## config.mk

```make
export PLATFORM = sky130hd
export DESIGN_NAME = gtl_queue
export DESIGN_NICKNAME = d
export VERILOG_FILES = /design/src/rtl/gtl_queue.sv
export SDC_FILE = /design/constraint.sdc
export NUM_CORES = 1
export LEC_CHECK = 0
export BUFFER_PORTS_ARGS = -buffer_cell sky130_fd_sc_hd__buf_2
export CORE_MARGIN = 10
export CORE_UTILIZATION = 55
export CTS_CLUSTER_DIAMETER = 120
export DETAILED_ROUTE_END_ITERATION = 12
export PLACE_DENSITY = 0.89
export REMOVE_ABC_BUFFERS = 1
export SKIP_LAST_GASP = 1
export SLEW_MARGIN = 0
export SYNTH_ARGS = -nofsm -noshare
export SYNTH_HDL_FRONTEND = slang
export SYNTH_SLANG_ARGS = --single-unit
```

## constraint.sdc

```tcl
create_clock -name clk_i -period 3 [get_ports clk_i]
set_input_delay 0.15 -clock clk_i [delete_from_list [all_inputs] [get_ports clk_i]]
set_output_delay 0.15 -clock clk_i [all_outputs]
set_load 0.1 [all_outputs]
```

## src/rtl/gtl_queue.sv

```systemverilog
module gtl_queue #(
  parameter int unsigned WIDTH = 8,
  parameter int unsigned DEPTH = 4,
  localparam int unsigned PW = (DEPTH > 1) ? $clog2(DEPTH) : 1,
  localparam int unsigned CW = $clog2(DEPTH + 1)
) (
  input  logic             clk_i,
  input  logic             rst_ni,
  input  logic             push_i,
  input  logic [WIDTH-1:0] data_i,
  input  logic             pop_i,
  output logic [WIDTH-1:0] data_o,
  output logic             full_o,
  output logic             empty_o,
  output logic [CW-1:0]    count_o
);

  logic [WIDTH-1:0] mem_q [DEPTH];
  logic [PW-1:0]    wr_ptr_q, wr_ptr_d;
  logic [PW-1:0]    rd_ptr_q, rd_ptr_d;
  logic [CW-1:0]    count_q, count_d;
  logic             do_push, do_pop;

  assign full_o  = (count_q == CW'(DEPTH));
  assign empty_o = (count_q == '0);
  assign count_o = count_q;
  assign data_o  = mem_q[rd_ptr_q];

  assign do_push = push_i && !full_o;
  assign do_pop  = pop_i && !empty_o;

  // pointer and count update
  always_comb begin
    wr_ptr_d = wr_ptr_q;
    rd_ptr_d = rd_ptr_q;
    count_d  = count_q;
    if (do_push) begin
      wr_ptr_d = (wr_ptr_q == PW'(DEPTH - 1)) ? '0 : wr_ptr_q + 1'b1;
    end
    if (do_pop) begin
      rd_ptr_d = (rd_ptr_q == PW'(DEPTH - 1)) ? '0 : rd_ptr_q + 1'b1;
    end
    case ({do_push, do_pop})
      2'b10:   count_d = count_q + 1'b1;
      2'b01:   count_d = count_q - 1'b1;
      default: count_d = count_q;
    endcase
  end

  always_ff @(posedge clk_i or negedge rst_ni) begin
    if (!rst_ni) begin
      wr_ptr_q <= '0;
      rd_ptr_q <= '0;
      count_q  <= '0;
    end else begin
      wr_ptr_q <= wr_ptr_d;
      rd_ptr_q <= rd_ptr_d;
      count_q  <= count_d;
    end
  end

  // entry storage
  always_ff @(posedge clk_i) begin
    if (do_push) begin
      mem_q[wr_ptr_q] <= data_i;
    end
  end

  // producers must respect full
  assert property (@(posedge clk_i) disable iff (!rst_ni) push_i |-> !full_o)
    else $error("queue push while full");

  assert property (@(posedge clk_i) disable iff (!rst_ni) count_q <= CW'(DEPTH))
    else $error("queue count beyond depth");

endmodule

```

# Yosys cells after proc, flatten, opt, wreduce, memory -nomap -nowiden
# Memories as Yosys holds them, arrays and structs flattened.
# Index checks and enable logic that the tools add are counted.
# W data, S select, Z words.
dict set report classes {
  n_addsub 4
  n_reduce_logical 6
  magnitude_cmp 0
  eq_ne 5
  div 0
  n_mux 5
  n_shift 0
  bitwise 0
  n_mul 0
}
# cell n
set ops {}
lappend ops {{$eq A2 B2 Y1 const B} 3}
lappend ops {{$pmux W3 S2} 1}
lappend ops {{$add A2 B1 Y2 const B} 2}
lappend ops {{$mux W2} 2}
lappend ops {{$add A3 B1 Y3 const B} 1}
lappend ops {{$eq A3 B3 Y1 const B} 1}
lappend ops {{$logic_not A3 Y1} 1}
lappend ops {{$sub A3 B1 Y3 const B} 1}
lappend ops {{$eq A2 B1 Y1 const B} 1}
lappend ops {{$logic_and A1 B1 Y1} 2}
lappend ops {{$logic_not A1 Y1} 2}
lappend ops {{$mux W1} 2}
lappend ops {{$reduce_bool A2 Y1} 1}
dict set report totals {
  mem_count 1
  mem_bits_ro 0
  word_cells 24
  register_bits 7
  latchBits 0
  ramBits 32
}
# memory words word_bits read_ports rd_clocked_by_memory_dff write_ports line
set memory_table {}
lappend memory_table {mem_q 4 8 1 0 1 18} ;# logic [WIDTH-1:0] mem_q [DEPTH];

# Logic depth before layout (Yosys ltp)
# Gate-level depths: netlist of run 1.
dict set report logic_depth {
  ltp_word 5
  mapped_depth 9
  ltp_nobuf 9
}

# Least setup slack after synthesis of run 1
# No wires, ideal clock.
dict set report synth_timing {
  path_kind {register to register}
  startpoint {register count_q[0] (netlist: count_o[0])}
  endpoint {register count_q[2] (netlist: count_o[2])}
  path_slack_ns -1.295
  path_stages_with_launch 10
  arrival_ns 4.133
  required_ns 2.838
  n_path_buf 0
  period_less_slack_ns 4.295
  path_cell_list {dfrtp_1 > nor3_1 > nand2b_1 > inv_1 > ha_1 > inv_1 > fa_1 > xor2_1 > nor2_1 > xor2_1}
}
dict set report synth_via {
  elab_chain_len 5
  elab_cells_between_ends 12
  cone_classes {add/sub (2); eq/ne (3); mux (1); reduce/logical (6)}
}
# element line
set synth_lines {}
lappend synth_lines {{start: declaration} 21} ;# logic [CW-1:0] count_q, count_d;
lappend synth_lines {{start signal: assignment} 58} ;# count_q <= count_d;
lappend synth_lines {{$logic_not A3 Y1 (*)} 25} ;# assign empty_o = (count_q == '0);
lappend synth_lines {{named net empty_o} 14} ;# output logic empty_o,
lappend synth_lines {{$logic_not A1 Y1 (*)} 30} ;# assign do_pop = pop_i && !empty_o;
lappend synth_lines {{$logic_and A1 B1 Y1 (*)} 30}
lappend synth_lines {{named net do_pop} 22} ;# logic do_push, do_pop;
lappend synth_lines {{$eq A2 B1 Y1 / $eq A2 B2 Y1 (equally long branches)} 43} ;# case ({do_push, do_pop})
lappend synth_lines {{$pmux W3 S2 / $reduce_bool A2 Y1 (equally long branches)} n/a}
# Mark *: on every way through the listed nets, which the timed path passes. The rest lies on a longest branch.
# A chain may end at the register's enable or synchronous reset.

# Worst setup path in the final report of run 1
dict set report layout_timing {
  startpoint {register count_q[0] (netlist: count_o[0])}
  endpoint {register count_q[2] (netlist: count_o[2])}
}
dict set report layout_via {
  elab_chain_len 5
  elab_cells_between_ends 12
  cone_classes {add/sub (2); eq/ne (3); mux (1); reduce/logical (6)}
}
# element line
set layout_lines {}
lappend layout_lines {{$eq A3 B3 Y1 / $logic_not A3 Y1 (equally long branches)} {24, 25}}
lappend layout_lines {{$logic_not A1 Y1, on equally long branches} {29, 30}}
lappend layout_lines {{$logic_and A1 B1 Y1, on equally long branches} {29, 30}}
lappend layout_lines {{$eq A2 B1 Y1 / $eq A2 B2 Y1 (equally long branches)} 43}
lappend layout_lines {{$pmux W3 S2 / $reduce_bool A2 Y1 (equally long branches)} n/a}
# Several ways; a longest one is shown, not always the timed one.

==> impl_metrics.env, run 1 <==
export IMPL_status="complete, no violations"
export IMPL_fin_cells=143
export IMPL_holdPathStages=1
export IMPL_synth_mux_area_share_pct=15.1
export IMPL_yosysTopAreaCellShare_pct=59.6
export IMPL_cts_clk_slew_worst_paths_ns=0.10
export IMPL_fin_crit_ns=2.21
export IMPL_grt_max_degree=12
export IMPL_ys_types=19
export IMPL_ys_ff_latch=39
export IMPL_post_drt_wl_per_cell_um=18.9
export IMPL_critPathRequiredTime_ns=3.24
export IMPL_htree_levels=2
export IMPL_rows=19
export IMPL_tns_ns=0
export IMPL_r2r_slack_ns=0.79
export IMPL_seq_area_sq_um=1140
export IMPL_cts_tree="built"
export IMPL_synth_top_family_by_area="multiplexers"
export IMPL_synth_seq_area_share_pct=70.5
export IMPL_final_max_slew_viol_count=0
export IMPL_dp_final_hpwl_um=2030
export IMPL_synth_compound_area_share_pct=0
export IMPL_post_route_period_util_pct=73.7
export IMPL_synthAdderAreaFrac_pct=5.90
export IMPL_grt_pass1_wl_um=4370
export IMPL_post_place_ws_ns=0.789
export IMPL_clock_skew_ns=0.00506
export IMPL_wl_um=2700
export IMPL_grt_overflow=0
export IMPL_final_layout_size_suffix_gt1_share_pct=42.0
export IMPL_hold_path_end="mem_q[3][2]"
export IMPL_syn_area_per_cell_sq_um=19.4
export IMPL_final_cell_mix="32 x edfxtp_1, 24 x buf_2, 8 x inv_1, 8 x mux4_2, 7 x dfrtp_1"
export IMPL_fillCellCount=195
export IMPL_cp_arrival_ns=2.45
export IMPL_cts_sinks=39
export IMPL_postRouteAntennaNets=0
export IMPL_vias=786
export IMPL_grt_usage_pct=10.7
export IMPL_netlist_area_sq_um=1610
export IMPL_synth_xor_area_share_pct=1.63
export IMPL_multiInputGateArea_sq_um=437
export IMPL_placed_cells=136
export IMPL_reg2reg_depth=9
export IMPL_first_pass_iters=4
export IMPL_cts_buffers=5
export IMPL_slew_headroom_pct=61.1
export IMPL_fmax_mhz=452
export IMPL_synth_area_leaders="edfxtp_1 60%, mux4_2 11%, dfrtp_1 11%, ha_1 4.7%, and3_2 1.9%"
export IMPL_worstSetupPathType="reg -> reg"
export IMPL_cp_max_fo=6
export IMPL_r2r_start="count_o[0]"
export IMPL_grt_pass1_vias=891
export IMPL_placement_io_buffers=24
export IMPL_hold_viol=0
export IMPL_timing_hold_ws_ns=0.0475
export IMPL_worstMarginPinSlew_ns=0.583
export IMPL_vias_per_cell=5.50
export IMPL_setup_slack_ns=0.789
export IMPL_r2r_end="count_o[2]"
export IMPL_die_y_um=74.1
export IMPL_area_growth_pct=12.5
export IMPL_synth_warnings=0
export IMPL_synth_top_area_cell="edfxtp_1"
export IMPL_antenna_found_initial=0
export IMPL_holdCritStartpoint="data_i[2]"
export IMPL_core_sq_um=2780
export IMPL_place_gp_congestion=0.749
export IMPL_final_common_cell="edfxtp_1"
export IMPL_clkLatencyLatePin_ns=0.31
export IMPL_cap_viol_max_count=0
export IMPL_ctsLongestPathBuffers=2
export IMPL_drcViolationCount=0
export IMPL_startpoint_type="flip-flop"
export IMPL_holdCritPathClass="in -> reg"
export IMPL_cts_repair_resized=0
export IMPL_root_buffer="clkbuf_4"
export IMPL_nNetsFinal=132
export IMPL_syn_inst=83
export IMPL_die_area_sq_um=5500
export IMPL_cp_end_kind="flip-flop"
export IMPL_first_iter_violations=50
export IMPL_initial_core_util_pct=57.9
export IMPL_startpoint="count_o[0]"
export IMPL_finalSetupViolCount=0
export IMPL_rsz0062_at_grt="false"
export IMPL_chipWidth_um=74.1
export IMPL_synthSimpleGateAreaFrac_pct=4.50
export IMPL_cts_setup_buffers=0
export IMPL_pin_count=25
export IMPL_antenna_cells=0
routing by layer:
metal,global-route usage [%],vias up,routed length [um]
li1,-,368,-
met1,11.9,397,1090
met2,18.5,19,1420
met3,4.52,2,171
met4,2.90,0,15
met5,0,-,0
how the worst max path moves through the flow:
stage | endpoint | slack (ns)
final | count_o[2] | 0.79
after floorplan | count_o[2] | -1.30
after detailed placement | count_o[2] | 0.79
after global routing | count_o[2] | 0.67
after global placement | count_o[2] | 0.88
after CTS | count_o[2] | 0.77
layout make-up:
type,count,area share (%)
Sequential cell,39,62.7
Multi-Input combinational cell,34,24.1
Timing Repair Buffer,25,7.18
Clock buffer,6,2.28
Tap cell,31,2.14
Inverter,8,1.66
stage by stage:
step | instance area, sq um | util, %
floorplan | 1600 | -
global placement | 1760 | 63.3
detailed placement | 1760 | 63.3
CTS | 1810 | 65.2
global route | 1810 | 65.2
finish | 1810 | 65.2
Yosys cell counts, drive strengths merged:
cell type  number
xnor2           1
fa              1
mux2            4
xor2            2
edfxtp         32
buf             2
nand2b          1
mux4            8
inv             8
dfrtp           7
and3            4
or3b            1
mux2i           1
ha              6
nor2            3
nor3            1
and2            1
sequential cells by signal, summed over array words and instances (netlist names):
register,flops
count_o,3
mem_q,32
wr_ptr_q,2
rd_ptr_q,2
worst max-delay path: stages, from the launching register on:
cell	delay (ns)
dfrtp_1	0.44
or3b_4	0.44
and2_4	0.19
inv_1	0.05
ha_1	0.17
inv_1	0.06
fa_1	0.37
xor2_1	0.15
nor2_1	0.12
xor2_1	0.15
logic make-up after synthesis:
family / count (synthesis)
DFF: 39
muxes: 13
and+or+nand+nor: 11
buffers and inverters: 10
adders and majority gates: 7
xor gates and xnor gates: 3
repair_timing:
action	in CTS	in global routing
hold buffers	1	0
endpoints found under the setup margin	0	0
hold endpoints to repair	7	0
Power of run 1 is not shown: default switching activity piles up to over one toggle a cycle in this logic, so the estimate is an artifact.
==> run 2, diff against run 1 <==
--- a/config.mk
+++ b/config.mk
@@ -7,10 +7,10 @@
 export LEC_CHECK = 0
 export BUFFER_PORTS_ARGS = -buffer_cell sky130_fd_sc_hd__buf_2
 export CORE_MARGIN = 10
-export CORE_UTILIZATION = 55
+export CORE_UTILIZATION = 49
 export CTS_CLUSTER_DIAMETER = 120
 export DETAILED_ROUTE_END_ITERATION = 12
-export PLACE_DENSITY = 0.89
+export PLACE_DENSITY = 0.84
 export REMOVE_ABC_BUFFERS = 1
 export SKIP_LAST_GASP = 1
 export SLEW_MARGIN = 0
==> constraint.sdc (replaced) <==
create_clock -name clk_i -period 1.9 [get_ports clk_i]
set_input_delay 0.095 -clock clk_i [delete_from_list [all_inputs] [get_ports clk_i]]
set_output_delay 0.095 -clock clk_i [all_outputs]
set_load 0.1 [all_outputs]
==> impl_metrics.env, run 2 (same netlist as run 1, synthesis figures left out) <==
export IMPL_clock_skew_ns=0.00464
export IMPL_htree_levels=2
export IMPL_rows=20
export IMPL_status="complete, but fails checks"
export IMPL_rsz0062_at_grt="true"
export IMPL_vias_per_cell=4.94
export IMPL_ctsLongestPathBuffers=2
export IMPL_cap_viol_max_count=0
export IMPL_cp_end_kind="flip-flop"
export IMPL_grt_pass1_wl_um=4930
export IMPL_root_buffer="clkbuf_4"
export IMPL_cts_clk_slew_worst_paths_ns=0.11
export IMPL_grt_overflow=0
export IMPL_reg2reg_depth=9
export IMPL_place_gp_congestion=0.751
export IMPL_first_iter_violations=63
export IMPL_r2r_start="count_o[0]"
export IMPL_post_route_period_util_pct=104
export IMPL_r2r_end="count_o[2]"
export IMPL_wl_um=2860
export IMPL_violations="setup timing"
export IMPL_first_pass_iters=4
export IMPL_holdCritPathClass="in -> async"
export IMPL_postLayoutCoreUtil_pct=66.9
export IMPL_final_cell_mix="32 x edfxtp_1, 23 x buf_2, 12 x buf_4"
export IMPL_vias=874
export IMPL_grt_usage_pct=10.5
export IMPL_antenna_found_initial=0
export IMPL_nNetsFinal=151
export IMPL_dp_final_hpwl_um=1950
export IMPL_slew_headroom_pct=67.0
export IMPL_startpoint_type="flip-flop"
export IMPL_fin_crit_ns=1.97
export IMPL_initial_core_util_pct=51.9
export IMPL_fmax_mhz=508
export IMPL_setup_slack_ns=-0.0697
export IMPL_critPathRequiredTime_ns=2.17
export IMPL_antenna_cells=0
export IMPL_area_growth_pct=28.9
export IMPL_final_layout_size_suffix_gt1_share_pct=51.9
export IMPL_worstMarginPinSlew_ns=0.499
export IMPL_final_cell_area_sq_um=2080
export IMPL_cp_arrival_ns=2.24
export IMPL_grt_pass1_vias=1009
export IMPL_die_area_sq_um=5980
export IMPL_fillCellCount=223
export IMPL_timing_hold_ws_ns=0.101
export IMPL_chipWidth_um=77.4
export IMPL_largest_reg_flops=32
export IMPL_clkLatencyLatePin_ns=0.34
export IMPL_die_y_um=77.4
export IMPL_cts_tree="built"
export IMPL_dpl_instance_area_sq_um=1830
export IMPL_cts_sinks=39
export IMPL_r2r_slack_ns=-0.07
export IMPL_pin_count=25
export IMPL_top_register="mem_q"
export IMPL_hold_viol=0
export IMPL_grt_max_degree=13
export IMPL_cp_max_fo=2
export IMPL_placement_io_buffers=24
export IMPL_final_max_slew_viol_count=0
export IMPL_final_common_cell="edfxtp_1"
export IMPL_tns_ns=-0.0697
export IMPL_cts_buffers=5
export IMPL_worstSetupPathType="reg -> reg"
export IMPL_core_sq_um=3100
export IMPL_postRouteAntennaNets=0
export IMPL_finalSetupViolCount=1
export IMPL_post_drt_wl_per_cell_um=16.1
export IMPL_drcViolationCount=0
[run 2: cell type report]
cell class / instances / area, sq um / share of cell area [%]
Clock buffer: 6 / 51.3 / 2.47
Tap cell: 44 / 55.1 / 2.65
Inverter: 8 / 30.0 / 1.45
Multi-Input combinational cell: 34 / 470 / 22.7
Timing Repair Buffer: 44 / 295 / 14.2
Sequential cell: 39 / 1140 / 54.9
Clock inverter: 2 / 35.0 / 1.69
[run 2: worst max path at each step]
stage	slack [ns]	cells past startpoint	startpoint	end
global route	-0.16	9	count_o[0]	count_o[2]
global placement	-0.08	9	count_o[0]	count_o[2]
detailed placement	-0.16	9	count_o[0]	count_o[2]
finish	-0.07	9	count_o[0]	count_o[2]
CTS	-0.14	9	count_o[1]	count_o[2]
floorplan	-2.40	9	count_o[0]	count_o[2]
[run 2: repair_timing]
action | CTS | global route
setup endpoints to repair | 10 | 11
setup buffers | 5 | 1
resized for setup | 8 | 5
pin swaps | 7 | 6
hold buffers | 9 | 0
endpoints found under the hold margin | 39 | 0
[run 2: stage by stage]
| step | worst slack (ns) | instances |
|---|---|---|
| finish | -0.0697 | 177 |
| global route | -0.164 | 177 |
| CTS | -0.137 | 178 |
| detailed placement | -0.164 | 156 |
| global placement | -0.0840 | 156 |
| floorplan | -2.40 | 81 |
[run 2: metal layers]
| metal | GRT usage [%] | up-vias | share of wire (%) |
|---|---|---|---|
| met4 | 4.01 | 0 | 1.8 |
| met2 | 17.0 | 29 | 51 |
| li1 | - | 411 | - |
| met1 | 12.0 | 428 | 41 |
| met5 | 0 | - | 0 |
| met3 | 4.61 | 6 | 6.5 |
[run 2: critical path, stage by stage, from the launching register on]
cell     delay (ns)
dfrtp_1        0.40
or3b_4         0.40
and2_4         0.15
inv_2          0.06
ha_4           0.13
inv_2          0.04
fa_2           0.33
xor2_1         0.14
nor2_1         0.11
xor2_1         0.15
Power of run 2 is left out for the same reason.
